### config.mk
export PLATFORM = sky130hd
export DESIGN_NAME = sync_length_frame_deframer_flat
export DESIGN_NICKNAME = d
export VERILOG_FILES = /design/src/rtl/sld_pkg.sv /design/src/rtl/sld_if.sv /design/src/rtl/sld_cfg.sv /design/src/rtl/sld_parse.sv /design/src/rtl/sync_length_frame_deframer.sv /design/src/flat_wrapper.sv
export SDC_FILE = /design/constraint.sdc
export NUM_CORES = 1
export LEC_CHECK = 0
export ABC_AREA = 1
export BUFFER_PORTS_ARGS = -buffer_cell sky130_fd_sc_hd__buf_4
export CAP_MARGIN = 20
export CORE_UTILIZATION = 46
export DETAILED_ROUTE_END_ITERATION = 8
export GPL_ROUTABILITY_DRIVEN = 0
export PLACE_DENSITY = 0.79
export SKIP_CTS_REPAIR_TIMING = 1
export SLEW_MARGIN = 20
export SYNTH_ARGS = -nofsm -noshare
export SYNTH_HDL_FRONTEND = slang
export SYNTH_HIERARCHICAL = 1
export SYNTH_SLANG_ARGS = --single-unit
### constraint.sdc
create_clock -name clk -period 2.8 [get_ports clk]
set_input_delay 0 -clock clk [delete_from_list [all_inputs] [get_ports clk]]
set_output_delay 0 -clock clk [all_outputs]
set_load 0.01 [all_outputs]
### src/rtl/sld_pkg.sv
package sld_pkg;

  // Result kinds
  localparam logic [1:0] KIND_HEADER  = 2'd0;
  localparam logic [1:0] KIND_PAYLOAD = 2'd1;
  localparam logic [1:0] KIND_ZLEN    = 2'd2;

  // Register map
  localparam int          CFG_ADDR_W     = 3;
  localparam int          CFG_DATA_W     = 32;
  localparam logic        REG_SYNC_HIGH  = 1'b0;
  localparam logic        REG_SYNC_LOW   = 1'b1;
  localparam logic [7:0]  SYNC_HIGH_RST  = 8'hAA;
  localparam logic [7:0]  SYNC_LOW_RST   = 8'h55;

  // Descriptor split
  localparam int ORDER_SHIFT = 5;
  localparam logic [7:0] ADDR_MASK = 8'h1F;

  typedef struct packed {
    logic [7:0] high;
    logic [7:0] low;
  } sld_sync_t;

  typedef struct packed {
    logic [1:0] kind;
    logic [2:0] order_code;
    logic [4:0] node_address;
    logic [7:0] payload_count;
    logic [7:0] data_byte;
    logic       last;
  } sld_result_t;

endpackage

### src/rtl/sld_if.sv
// Byte request channel
interface sld_byte_if;
  logic       valid;
  logic       ready;
  logic [7:0] in_byte;

  modport source (output valid, output in_byte, input ready);
  modport sink   (input valid, input in_byte, output ready);
endinterface

// Parsed result channel
interface sld_result_if;
  logic       valid;
  logic       ready;
  logic [1:0] kind;
  logic [2:0] order_code;
  logic [4:0] node_address;
  logic [7:0] payload_count;
  logic [7:0] data_byte;
  logic       last;

  modport source (output valid, output kind, output order_code, output node_address,
                  output payload_count, output data_byte, output last, input ready);
  modport sink   (input valid, input kind, input order_code, input node_address,
                  input payload_count, input data_byte, input last, output ready);
endinterface

### src/rtl/sld_cfg.sv
module sld_cfg (
  input  logic                           clk,
  input  logic                           rst_n,
  input  logic                           psel,
  input  logic                           penable,
  input  logic                           pwrite,
  input  logic [sld_pkg::CFG_ADDR_W-1:0] paddr,
  input  logic [sld_pkg::CFG_DATA_W-1:0] pwdata,
  output logic [sld_pkg::CFG_DATA_W-1:0] prdata,
  output logic                           pready,
  output sld_pkg::sld_sync_t             sync
);
  import sld_pkg::*;

  logic [7:0] sync_high_r;
  logic [7:0] sync_low_r;
  logic       wr_en;
  logic       reg_sel;

  // word addressed: bit 2 picks the register
  assign reg_sel = paddr[2];
  assign wr_en   = psel && penable && pwrite;
  assign pready  = 1'b1;

  always_ff @(posedge clk) begin
    if (!rst_n) begin
      sync_high_r <= SYNC_HIGH_RST;
      sync_low_r  <= SYNC_LOW_RST;
    end else if (wr_en) begin
      unique case (reg_sel)
        REG_SYNC_HIGH: sync_high_r <= pwdata[7:0];
        REG_SYNC_LOW:  sync_low_r  <= pwdata[7:0];
        default: ;
      endcase
    end
  end

  // read back
  always_comb begin
    prdata = '0;
    unique case (reg_sel)
      REG_SYNC_HIGH: prdata[7:0] = sync_high_r;
      REG_SYNC_LOW:  prdata[7:0] = sync_low_r;
      default: ;
    endcase
  end

  assign sync.high = sync_high_r;
  assign sync.low  = sync_low_r;
endmodule

### src/rtl/sld_parse.sv
module sld_parse (
  input  logic                 clk,
  input  logic                 rst_n,
  input  logic                 step,
  input  logic [7:0]           byte_in,
  input  sld_pkg::sld_sync_t   sync,
  output logic                 res_vld,
  output sld_pkg::sld_result_t res
);
  import sld_pkg::*;

  typedef enum logic [2:0] {
    PH_HUNT_H = 3'd0,
    PH_HUNT_L = 3'd1,
    PH_LEN    = 3'd2,
    PH_DESC   = 3'd3,
    PH_DATA   = 3'd4
  } phase_t;

  phase_t     phase_r, phase_nxt;
  logic [7:0] left_r, left_nxt;
  logic [7:0] left_dec;

  assign left_dec = (left_r != 8'd0) ? left_r - 8'd1 : 8'd0;

  // per-byte decode
  always_comb begin
    phase_nxt = phase_r;
    left_nxt  = left_r;
    res_vld   = 1'b0;
    res       = '0;
    unique case (phase_r)
      PH_HUNT_L: begin
        if (byte_in == sync.low)       phase_nxt = PH_LEN;
        else if (byte_in == sync.high) phase_nxt = PH_HUNT_L;
        else                           phase_nxt = PH_HUNT_H;
      end
      PH_LEN: begin
        if (byte_in == 8'd0) begin
          phase_nxt = PH_HUNT_H;
          left_nxt  = 8'd0;
          res_vld   = 1'b1;
          res.kind  = KIND_ZLEN;
          res.last  = 1'b1;
        end else begin
          left_nxt  = byte_in - 8'd1;
          phase_nxt = PH_DESC;
        end
      end
      PH_DESC: begin
        res_vld            = 1'b1;
        res.kind           = KIND_HEADER;
        res.order_code     = 3'(byte_in >> ORDER_SHIFT);
        res.node_address   = 5'(byte_in & ADDR_MASK);
        res.payload_count  = left_r;
        res.last           = (left_r == 8'd0);
        phase_nxt          = (left_r == 8'd0) ? PH_HUNT_H : PH_DATA;
      end
      PH_DATA: begin
        left_nxt      = left_dec;
        res_vld       = 1'b1;
        res.kind      = KIND_PAYLOAD;
        res.data_byte = byte_in;
        res.last      = (left_dec == 8'd0);
        if (left_dec == 8'd0) phase_nxt = PH_HUNT_H;
      end
      default: begin
        phase_nxt = (byte_in == sync.high) ? PH_HUNT_L : PH_HUNT_H;
      end
    endcase
  end

  always_ff @(posedge clk) begin
    if (!rst_n) begin
      phase_r <= PH_HUNT_H;
      left_r  <= 8'd0;
    end else if (step) begin
      phase_r <= phase_nxt;
      left_r  <= left_nxt;
    end
  end
endmodule

### src/rtl/sync_length_frame_deframer.sv
// Channel   Direction  Payload
// in_bus    sink       in_byte[7:0]
// out_bus   source     kind, order_code, node_address, payload_count, data_byte, last
// cfg_*     APB slave  sync_high at 0x0, sync_low at 0x4
//
// One byte per cycle sustained while results are taken; a byte passes through
// the input register, then the result register, on its way to a result.
// Synchronous active-low reset returns the hunt to the first sync byte.
// A stalled result holds the result register; the input register keeps filling
// while it is empty or the result register is empty or being taken.
module sync_length_frame_deframer (
  input  logic                           clk,
  input  logic                           rst_n,
  sld_byte_if.sink                       in_bus,
  sld_result_if.source                   out_bus,
  input  logic                           cfg_psel,
  input  logic                           cfg_penable,
  input  logic                           cfg_pwrite,
  input  logic [sld_pkg::CFG_ADDR_W-1:0] cfg_paddr,
  input  logic [sld_pkg::CFG_DATA_W-1:0] cfg_pwdata,
  output logic [sld_pkg::CFG_DATA_W-1:0] cfg_prdata,
  output logic                           cfg_pready
);
  import sld_pkg::*;

  sld_sync_t   sync;
  logic        s1_vld_r;
  logic [7:0]  s1_byte_r;
  logic        s1_adv;
  logic        res_vld;
  sld_result_t res;
  logic        out_vld_r;
  sld_result_t out_r;

  sld_cfg u_cfg (
    .clk     (clk),
    .rst_n   (rst_n),
    .psel    (cfg_psel),
    .penable (cfg_penable),
    .pwrite  (cfg_pwrite),
    .paddr   (cfg_paddr),
    .pwdata  (cfg_pwdata),
    .prdata  (cfg_prdata),
    .pready  (cfg_pready),
    .sync    (sync)
  );

  // input stage moves on when the result register can take a request
  assign s1_adv       = !out_vld_r || out_bus.ready;
  assign in_bus.ready = !s1_vld_r || s1_adv;

  always_ff @(posedge clk) begin
    if (!rst_n) begin
      s1_vld_r <= 1'b0;
    end else if (in_bus.ready) begin
      s1_vld_r <= in_bus.valid;
    end
  end

  always_ff @(posedge clk) begin
    if (in_bus.ready && in_bus.valid) s1_byte_r <= in_bus.in_byte;
  end

  sld_parse u_parse (
    .clk     (clk),
    .rst_n   (rst_n),
    .step    (s1_vld_r && s1_adv),
    .byte_in (s1_byte_r),
    .sync    (sync),
    .res_vld (res_vld),
    .res     (res)
  );

  // result register
  always_ff @(posedge clk) begin
    if (!rst_n) begin
      out_vld_r <= 1'b0;
    end else if (s1_adv) begin
      out_vld_r <= s1_vld_r && res_vld;
    end
  end

  always_ff @(posedge clk) begin
    if (s1_adv && s1_vld_r && res_vld) out_r <= res;
  end

  assign out_bus.valid         = out_vld_r;
  assign out_bus.kind          = out_r.kind;
  assign out_bus.order_code    = out_r.order_code;
  assign out_bus.node_address  = out_r.node_address;
  assign out_bus.payload_count = out_r.payload_count;
  assign out_bus.data_byte     = out_r.data_byte;
  assign out_bus.last          = out_r.last;
endmodule

### src/flat_wrapper.sv
// flat-port wrapper written by rule: the top's interface ports become plain ports
module sync_length_frame_deframer_flat import sld_pkg::*;
  (clk, rst_n, cfg_psel, cfg_penable, cfg_pwrite, cfg_paddr, cfg_pwdata, cfg_prdata, cfg_pready, in_bus_valid, in_bus_in_byte, in_bus_ready, out_bus_valid, out_bus_kind, out_bus_order_code, out_bus_node_address, out_bus_payload_count, out_bus_data_byte, out_bus_last, out_bus_ready);
  sld_byte_if in_bus_i ();
  sld_result_if out_bus_i ();
  input  logic clk;
  input  logic rst_n;
  input  logic cfg_psel;
  input  logic cfg_penable;
  input  logic cfg_pwrite;
  input  logic [sld_pkg::CFG_ADDR_W-1:0] cfg_paddr;
  input  logic [sld_pkg::CFG_DATA_W-1:0] cfg_pwdata;
  output logic [sld_pkg::CFG_DATA_W-1:0] cfg_prdata;
  output logic cfg_pready;
  input wire logic [$bits(in_bus_i.valid)-1:0] in_bus_valid;
  input wire logic [$bits(in_bus_i.in_byte)-1:0] in_bus_in_byte;
  output wire logic [$bits(in_bus_i.ready)-1:0] in_bus_ready;
  output wire logic [$bits(out_bus_i.valid)-1:0] out_bus_valid;
  output wire logic [$bits(out_bus_i.kind)-1:0] out_bus_kind;
  output wire logic [$bits(out_bus_i.order_code)-1:0] out_bus_order_code;
  output wire logic [$bits(out_bus_i.node_address)-1:0] out_bus_node_address;
  output wire logic [$bits(out_bus_i.payload_count)-1:0] out_bus_payload_count;
  output wire logic [$bits(out_bus_i.data_byte)-1:0] out_bus_data_byte;
  output wire logic [$bits(out_bus_i.last)-1:0] out_bus_last;
  input wire logic [$bits(out_bus_i.ready)-1:0] out_bus_ready;
  assign in_bus_i.valid = in_bus_valid;
  assign in_bus_i.in_byte = in_bus_in_byte;
  assign in_bus_ready = in_bus_i.ready;
  assign out_bus_valid = out_bus_i.valid;
  assign out_bus_kind = out_bus_i.kind;
  assign out_bus_order_code = out_bus_i.order_code;
  assign out_bus_node_address = out_bus_i.node_address;
  assign out_bus_payload_count = out_bus_i.payload_count;
  assign out_bus_data_byte = out_bus_i.data_byte;
  assign out_bus_last = out_bus_i.last;
  assign out_bus_i.ready = out_bus_ready;
  sync_length_frame_deframer u_core (.clk(clk), .rst_n(rst_n), .in_bus(in_bus_i), .out_bus(out_bus_i), .cfg_psel(cfg_psel), .cfg_penable(cfg_penable), .cfg_pwrite(cfg_pwrite), .cfg_paddr(cfg_paddr), .cfg_pwdata(cfg_pwdata), .cfg_prdata(cfg_prdata), .cfg_pready(cfg_pready));
endmodule
* After elaboration in Yosys (flattened, before gate mapping) *
Cells that the tools add are included.
Widths: inputs -> output; s select.

cells by class
  $add $sub $neg = 2
  $mul = 0
  divide/modulo/power cells = 0
  $lt $le $gt $ge = 0
  equal/unequal tests = 7
  shift-type cells = 0
  mux-type cells = 15
  bitwise gates (word level) = 1
  reductions and logical operators = 20

operator list
  kind                 count
  $pmux 8 s2           2
  $logic_not 8->1      3
  $eq 8x8->1           2
  $mux 8               2
  $sub 8x1->8 const B  2
  $pmux 3 s4           1
  $reduce_and 2->1     4
  $reduce_bool 8->1    1
  $eq 3x2->1 const B   2
  $logic_and 1x1->1    6
  $mux 2               3
  $mux 3               2
  $pmux 2 s2           1
  $eq 3x1->1 const B   1
  $eq 3x3->1 const B   1
  $pmux 1 s3           1
  $logic_not 1->1      2
  $logic_or 1x1->1     2
  $mux 1               2
  $ne 2x2->1 const B   1
  $pmux 1 s2           1
  $reduce_bool 2->1    1
  $reduce_or 2->1      1
  $not 1->1            1

word-level totals
  bits in registers = 64
  bits in latches = 0
  RAM bits = 0
  ROM bits = 0
  bits of input ports = 50
  output and inout port bits = 62
  word-level logic and storage cells = 58
  memories kept = 0

* Longest topological paths before layout *
Gate-level depths: netlist (run 1).

  word-level depth = 5
  gate-level depth with buffers = 14
  depth with buffers taken out = 13

* Cells and area by module *
Netlist (run 1), hierarchy kept.

modules (own cells, without submodules)
  module                      times used  cells an instance  area an instance (um^2)  seq. area each (um^2)
  sld_parse                   1           240                1,368.8                  220.2
  sync_length_frame_deframer  1           51                 1,156.1                  1,091.0
  sld_cfg                     1           144                938.4                    320.3

* Worst setup path before layout (run 1) *
Ideal clock, no wire load.

  path type = reg-to-reg
  start point = register u_core.s1_byte_r[1]
  end point = register u_core.out_r, in the netlist u_core/out_bus.data_byte[0] (enable)
  setup time = 411 ps
  arrival time = 2,642 ps
  data required time = 2,389 ps
  setup slack = -253 ps
  stages on the path, launching flop included = 9
  buffers on the path = 0
  clock period less this slack = 3,053 ps
  cell sequence = edfxtp_1 inv_1 ha_1 nand3_1 nor4_4 nand2_1 nand3_1 nand2_1 nor2_1

on the way
  longest elaborated chain between the ends = 4

ends and longest elaborated chain
  item                      line                              RTL
  start: declaration        sync_length_frame_deframer.sv:28  logic [7:0] s1_byte_r;
  start signal: assignment  sync_length_frame_deframer.sv:61  if (in_bus.ready && in_bus.valid) s1_byte_r <= in_bus.in_byte;
  $logic_not 8->1           sld_parse.sv:39                   if (byte_in == 8'd0) begin
  $mux 1                    sld_parse.sv:39
  $pmux 1 s2                sld_parse.sv:32                   unique case (phase_r)
  via u_core.res_vld        sync_length_frame_deframer.sv:30  logic res_vld;
  $logic_and 1x1->1         sync_length_frame_deframer.sv:84  if (s1_adv && s1_vld_r && res_vld) out_r <= res;
  end signal: assignment    sync_length_frame_deframer.sv:84
  end: declaration          sync_length_frame_deframer.sv:33  sld_result_t out_r;

The timed path passes the listed nets, and every way through them passes these cells.
A chain may end at the register's enable or synchronous reset.

* Final worst setup path (run 1) *
  start point = register u_core.s1_byte_r[1]
  end point = register u_core.out_r, in the netlist u_core/out_bus.node_address[1] (enable)

The elaborated chain is that of the path after synthesis.

==> impl_results.md, run 1 <==
- Status: completed
- HP Class: input port to register
- Power per cell area: ~500 nW/um^2
- Maximum number of pins on one net before global-route repair: 28
- Combined area of all synthesized cells: 3460 sq um
- Final core area utilization: 59.2%
- Vert. Die Dim: around 89 um
- Die Width: between 80 and 90 um
- TritonCTS clock tree: yes
- Post-Route Setup TNS: 0 ns
- Drt initial violations: 187
- Worst Reg2Reg Path Length in Cells: 9
- Share of power burned in registers: slightly below 50%
- Number of optimization iterations in the first detailed-route pass: 5
- Highest achievable clock rate: about 0.42 GHz
- Number of flip-flops and latches in the synthesized netlist: 64
- Critical Path End Type: register
- Area share of the leading cell type in the synthesized netlist: 30.3%
- Max Root-Sink Buffers: 2
- Worst endpoint required time: 2.83 ns
- Synth-to-Final Area Change: 24.1%
- Critical R2R Launch: u_core/s1_byte_r[1]
- Number of ports placed on the die boundary: 112
- Endpoints failing setup: 0
- Setup slack on the worst flop-to-flop path: 0.39 ns
- Via count of the first global-routing pass: 2650
- Most used standard cell by instance count after synthesis: sky130_fd_sc_hd__nand2_1
- Proportion of layout cells with a drive suffix above 1: 19.4%
- Crit path kind: register to register
- Arr. time, crit path: 2.44 ns
- Gate Count Post-Synth: 435
- Unique masters post-synth: 34
- Vias: between 2k and 3k
- Clk network pwr share: a little over a third
- First-pass GRT wire length: ~12000 um
- Hold Vio Cnt, Final: 0
- Synth Area per Inst: between 7 and 8 sq um
- Part of the power in combinational logic: 14.5%
- Number of buffers created by CTS: 9
- Async SR Flop Fraction: 0%
- Number of warning messages in the yosys log: 6
- Number of nets with antenna violations after detailed routing: 0
- Max Transition Viols Final: 0
- Launching element type of the critical path: register
- Leading area contributor after synthesis: sky130_fd_sc_hd__edfxtp_1
- Setup repair after global routing missed its margin: no
- Share of the cycle needed by the critical path after routing: 86.0%
- Number of fillers in the final layout: about 660
- DRC violation count after routing: 0
- Final HPWL DP: approximately 5300 um
- Internal: 1580 uW
- Dominant synthesized flop cell: sky130_fd_sc_hd__edfxtp_1
- Pre-CTS setup slack: between 0.4 and 0.5 ns
- Count of flip-flops with a built-in enable after synthesis: 35
- Most numerous cell types in the synthesized netlist: sky130_fd_sc_hd__nand2_1 (104), sky130_fd_sc_hd__nor2_1 (66), sky130_fd_sc_hd__inv_1 (48), sky130_fd_sc_hd__nand3_1 (37), sky130_fd_sc_hd__edfxtp_1 (35)
- Clock network latency to the later pin of the worst-skew pair: 0.34 ns
- Via density: approximately 4.8
- Switching share of power: 25.3%
- Antenna violations before repair: 0
- Origin of the worst min-delay path: rst_n
- Capture point of the worst reg-to-reg path: u_core/out_bus.node_address[1]
- Hold path endpoint: u_core/u_cfg/sync_high_r[1]
- Share of the yosys chip area belonging to registers: between 40% and 50%
- Clock sinks: 64
- Cell types with the largest area share after synthesis: sky130_fd_sc_hd__edfxtp_1 (30%), sky130_fd_sc_hd__dfxtp_1 (17%), sky130_fd_sc_hd__nand2_1 (11%)
- Die footprint: 7880 sq um
- Highest fanout seen on the critical path: 27
- Total global routing track utilization: 20.2%
- Count of maximum capacitance violations: 0
- Setup Skew: 0.0144 ns
- Grt ovf: 0
- Deepest level of the CTS H-tree: 3
- Clock Root Buffer: sky130_fd_sc_hd__clkbuf_8
- Aggregate routed wire length: roughly 7400 um
- Detail-routed net length per standard cell: about 12 um
- Switching component of the power: 533 uW
- IO Port Bufs: 60
- Post-layout power: 2110 uW
- Site row count: 31
- Worst ir drop on vdd: 0.000210 V
- Final min period: around 2.4 ns
- Antenna Cells: 0
- Worst-case setup margin in the final layout: around 0.39 ns
- Nets: 569
- Starting utilization of the core area: 47.7%
- Worst hold path depth: 2
- Core ar.: 7250 sq um
- Leak Pwr: between 0.0015 and 0.002 uW
- Clock transition at the register clock pins on the worst setup and hold paths after CTS: 0.06 ns
-- cell type report --
cell class | count | area, sq um | share of cell area [%]
Clock inverter | 1 | 30.0 | 0.699
Sequential cell | 64 | 1630 | 38.0
Tap cell | 99 | 124 | 2.88
Multi-Input combinational cell | 302 | 1470 | 34.1
Inverter | 58 | 218 | 5.07
Clock buffer | 15 | 156 | 3.64
Timing Repair Buffer | 81 | 671 | 15.6
-- layer usage --
layer	global-route usage, %	vias up	routed length, um	share of wire (%)
met2	33.4	120	3500	48
met3	5.32	12	446	6.1
met1	25.1	1333	3290	45
met5	0	-	0	0
li1	-	1503	-	-
met4	8.06	0	111	1.5
-- worst max path at each step --
stage / from / to / slack [ns]
3_5_place_dp: u_core/s1_byte_r[1] / u_core/out_bus.data_byte[2] / 0.42
5_1_grt: u_core/s1_byte_r[1] / u_core/out_bus.data_byte[1] / 0.24
4_1_cts: u_core/s1_byte_r[1] / u_core/out_bus.payload_count[0] / 0.41
2_1_floorplan: u_core/s1_byte_r[1] / u_core/out_bus.data_byte[0] / 0.18
6_report: u_core/s1_byte_r[1] / u_core/out_bus.node_address[1] / 0.39
3_3_place_gp: u_core/s1_byte_r[1] / u_core/out_bus.data_byte[3] / 0.51
-- logic make-up (layout without fill, tap and decap cells) --
family / Yosys count / count (layout) / synth area share [%]
adder cells (fa/ha/maj): 3 / 3 / 1.08
XOR/XNOR: 14 / 14 / 3.54
buffers and inverters: 92 / 155 / 13.1
other: 2 / 25 / 0.217
AO/OA/AOI/OAI: 30 / 30 / 5.60
flip-flops: 64 / 64 / 47.1
AND/OR/NAND/NOR: 230 / 230 / 29.3
-- state kept, by name, summed over array words and instances, names as in the netlist --
signal                        count
u_core/s1_byte_r                  8
u_core/u_cfg/sync_low_r           8
u_core/out_bus.valid              1
u_core/out_bus.payload_count      8
u_core/out_bus.order_code         3
u_core/u_parse/left_r             8
u_core/out_bus.data_byte          8
u_core/s1_vld_r                   1
u_core/out_bus.kind               2
u_core/out_bus.last               1
u_core/out_bus.node_address       5
u_core/u_cfg/sync_high_r          8
u_core/u_parse/phase_r            3
-- power groups by stage --
| stage | Sequential (uW) | Clock (uW) | Combinational [uW] |
|---|---|---|---|
| after floorplan | 1060 | 0 | 223 |
| after global placement | 1060 | 0 | 274 |
| after detailed placement | 1060 | 0 | 281 |
| after CTS | 1040 | 775 | 282 |
| after global routing | 1050 | 821 | 345 |
| final | 1040 | 760 | 307 |
-- metrics by stage --
stage          hold slack (ns)  area [sq um]  instances
2_1_floorplan           0.0989          3550        458
3_3_place_gp             0.181          3910        584
3_5_place_dp             0.183          3910        584
4_1_cts                 -0.173          4100        600
5_1_grt                0.00373          4300        620
6_report               0.00968          4300        620
-- worst max-delay path: stages (launching register included) --
cell and delay, ns:
sky130_fd_sc_hd__edfxtp_1 0.40, sky130_fd_sc_hd__inv_1 0.19, sky130_fd_sc_hd__ha_1 0.22, sky130_fd_sc_hd__nand3_1 0.18, sky130_fd_sc_hd__nor4_4 0.34, sky130_fd_sc_hd__nand2_1 0.17, sky130_fd_sc_hd__nand3_1 0.12, sky130_fd_sc_hd__nand2_1 0.10
sky130_fd_sc_hd__nor2_2 0.17, sky130_fd_sc_hd__buf_12 0.21
-- cell usage in the layout, fill, tap and decap left out, drive strengths merged --
cell	synthesis	layout
nor3	5	5
dlygate4sd3	0	20
edfxtp	35	35
nand3	41	41
dfxtp	29	29
bufinv	0	1
a31oi	1	1
buf	30	61
o211ai	5	5
o21a	1	1
conb	2	25
nor4	1	1
inv	58	58
o21ai	8	8
o221ai	2	2
xor2	10	10
clkbuf	4	15
xnor2	4	4
ha	3	3
nand4	5	5
nor2	71	71
nand2	107	107
a21oi	12	12
o22ai	1	1
(Power assumes the default switching activity.)
==> run 2: changes to the inputs <==
--- a/config.mk
+++ b/config.mk
@@ -8,10 +8,10 @@
 export ABC_AREA = 1
 export BUFFER_PORTS_ARGS = -buffer_cell sky130_fd_sc_hd__buf_4
 export CAP_MARGIN = 20
-export CORE_UTILIZATION = 46
+export CORE_UTILIZATION = 50
 export DETAILED_ROUTE_END_ITERATION = 8
 export GPL_ROUTABILITY_DRIVEN = 0
-export PLACE_DENSITY = 0.79
+export PLACE_DENSITY = 0.82
 export SKIP_CTS_REPAIR_TIMING = 1
 export SLEW_MARGIN = 20
 export SYNTH_ARGS = -nofsm -noshare
==> constraint.sdc (replaced) <==
create_clock -name clk -period 2.4 [get_ports clk]
set_input_delay 0 -clock clk [delete_from_list [all_inputs] [get_ports clk]]
set_output_delay 0 -clock clk [all_outputs]
set_load 0.01 [all_outputs]
==> run 2 against run 1 <==
Net effect:
- sequential share of layout area down 0.35 points
- utilization up 7.2 points
- highest routed layer unchanged
- clock power up 22%
- the flow now finishes with violations (negative hold slack)
- count of clock-buffer cells in the layout down 2
- critical path type unchanged
- via count up 3.1%
- worst hold slack worse by 0.048 ns
- setup slack worse by 0.13 ns
==> impl_results.md, run 2 (synthesized netlist as in run 1, its figures left out) <==
- Antenna Cells: 0 (unchanged)
- Post-Route Setup TNS: 0 ns (unchanged)
- Arr. time, crit path: 2.19 ns (was 2.44 ns)
- Worst ir drop on vdd: 0.000426 V (was 0.000210 V)
- Worst endpoint required time: 2.45 ns (was 2.83 ns)
- Clock sinks: 64 (unchanged)
- Origin of the worst min-delay path: out_bus_ready (was rst_n)
- Clock transition at the register clock pins on the worst setup and hold paths after CTS: 0.06 ns (about the same)
- Grt ovf: 0 (unchanged)
- Number of optimization iterations in the first detailed-route pass: 5 (unchanged)
- Leak Pwr: 0.00203 uW (was 0.00200 uW)
- Number of nets with antenna violations after detailed routing: 0 (unchanged)
- Die footprint: 7260 sq um (was 7880 sq um)
- Crit path cell chain: inv_1 > ha_1 > nand3_1 > nor4_4 > nand2_1 > nand3_1 > nand2_1 > nor2_4 > buf_12 (was inv_1 > ha_1 > nand3_1 > nor4_4 > nand2_1 > nand3_1 > nand2_1 > nor2_2 > buf_12)
- Final HPWL DP: 5110 um (was 5340 um)
- Nets: 575 (was 569)
- Count of maximum capacitance violations: 0 (unchanged)
- Synth-to-Final Area Change: 25.2% (was 24.1%)
- Critical R2R Launch: u_core/s1_byte_r[1] (unchanged)
- Max Transition Viols Final: 0 (unchanged)
- Number of fillers in the final layout: 535 (was 655)
- Critical path origin: u_core/s1_byte_r[1] (unchanged)
- Deepest level of the CTS H-tree: 3 (unchanged)
- Setup repair after global routing missed its margin: no (unchanged)
- Vias: 3060 (was 2968)
- Highest fanout seen on the critical path: 27 (unchanged)
- Violations in the final reports: negative hold slack
- Via density: 5.07 (was 4.79)
- Critical-path cell with the highest stage delay: sky130_fd_sc_hd__edfxtp_1 (unchanged)
- Aggregate routed wire length: 7340 um (was 7350 um)
- Worst path max stage delay: 0.41 ns (was 0.40 ns)
- Final min period: 2.14 ns (was 2.41 ns)
- Clock network latency to the later pin of the worst-skew pair: 0.34 ns (about the same)
- Endpoints failing setup: 0 (unchanged)
- Via count of the first global-routing pass: 2548 (was 2650)
- Share of the cycle needed by the critical path after routing: 89.1% (was 86.0%)
- Clock Root Buffer: sky130_fd_sc_hd__clkbuf_8 (unchanged)
- Commonest cells after routing, fill and taps aside: sky130_fd_sc_hd__nand2_1 (104), sky130_fd_sc_hd__nor2_1 (65), sky130_fd_sc_hd__buf_4 (64) (was sky130_fd_sc_hd__nand2_1 (104), sky130_fd_sc_hd__nor2_1 (65), sky130_fd_sc_hd__buf_4 (60))
- Antenna violations before repair: 0 (unchanged)
- Proportion of layout cells with a drive suffix above 1: 20.5% (was 19.4%)
- Total buffers and inverters traversed by the critical path: 2 (unchanged)
- DRC violation count after routing: 0 (unchanged)
- Worst path top cell family by delay: simple AND/OR/NAND/NOR gates (unchanged)
- Vert. Die Dim: 85.2 um (was 88.8 um)
- Number of ports placed on the die boundary: 112 (unchanged)
- Number of buffers created by CTS: 9 (unchanged)
- Most frequent standard cell in the layout excluding fill and tap cells: sky130_fd_sc_hd__nand2_1 (unchanged)
- Die Width: 85.2 um (was 88.8 um)
- Site row count: 29 (was 31)
- Total global routing track utilization: 19.7% (was 20.2%)
- IO Port Bufs: 60 (unchanged)
- Hold Vio Cnt, Final: 3 (was 0)
- Max Root-Sink Buffers: 2 (unchanged)
- First-pass GRT wire length: 11200 um (was 12000 um)
- Critical Path End Type: register (unchanged)
- Highest achievable clock rate: 0.467 GHz (was 0.415 GHz)
- Drt initial violations: 205 (was 187)
- Core ar.: 6530 sq um (was 7250 sq um)
- Maximum number of pins on one net before global-route repair: 28 (unchanged)
- Status: finished with violations (was completed)
- Setup Skew: 0.00795 ns (was 0.0144 ns)
- Worst hold margin: -0.0378 ns (was 0.00968 ns)
- Power per cell area: 578 nW/um^2 (was 491 nW/um^2)
- Starting utilization of the core area: 53.0% (was 47.7%)
- Launching element type of the critical path: register (unchanged)
- TritonCTS clock tree: yes (unchanged)
- Detail-routed net length per standard cell: 12.2 um (was 11.9 um)
- Crit path kind: register to register (unchanged)
- HP Class: input port to register (unchanged)
==> run 2: final timing paths <==
| path | to | slack (ns) | depth (start not counted) |
|---|---|---|---|
| max | u_core/out_bus.node_address[1] | 0.26 | 9 |
| min | u_core/out_bus.valid | -0.04 | 4 |
| max reg2reg | u_core/out_bus.node_address[1] | 0.26 | 9 |
| min reg2reg | u_core/u_cfg/sync_low_r[0] | 0.51 | 2 |
==> run 2: layout make-up <==
cell class,instances,area [sq um],area share (%)
clock inverters,3,40.0,0.923
repair buffers,87,721,16.6
flip-flops and latches,64,1630,37.6
inverters,58,218,5.02
clock buffers,13,159,3.66
multi-input cells,302,1470,33.9
well taps,77,96.3,2.22
==> run 2: tightest hold or removal path: stages <==
cell,delay [ns]
sky130_fd_sc_hd__buf_4,0.07
sky130_fd_sc_hd__inv_1,0.04
sky130_fd_sc_hd__nand2_1,0.07
sky130_fd_sc_hd__a21oi_1,0.06
==> run 2: layer usage <==
layer,part of all wire (%),GRT usage [%],vias to the layer above
met1,42,25.1,1392
met2,49,33.1,145
met4,1.4,7.40,0
met5,0,0,-
li1,-,-,1515
met3,7.7,4.18,8
==> run 2: through the flow <==
stage          util, %  setup slack, ns  instances  cell area [sq um]  power [uW]
2_1_floorplan        -           0.0553        458               3560        1490
3_3_place_gp      60.0            0.317        566               3920        1560
3_5_place_dp      60.0            0.245        566               3920        1570
4_1_cts           63.0            0.234        582               4120        2490
5_1_grt           66.4           0.0464        604               4340        2610
6_report          66.4            0.261        604               4340        2510
==> run 2: where the power goes <==
part | switching [uW] | total [uW] | internal (uW)
clock network | 392 | 926 | 534
registers | 32.5 | 1220 | 1180
logic | 214 | 362 | 149
total | 638 | 2510 | 1870
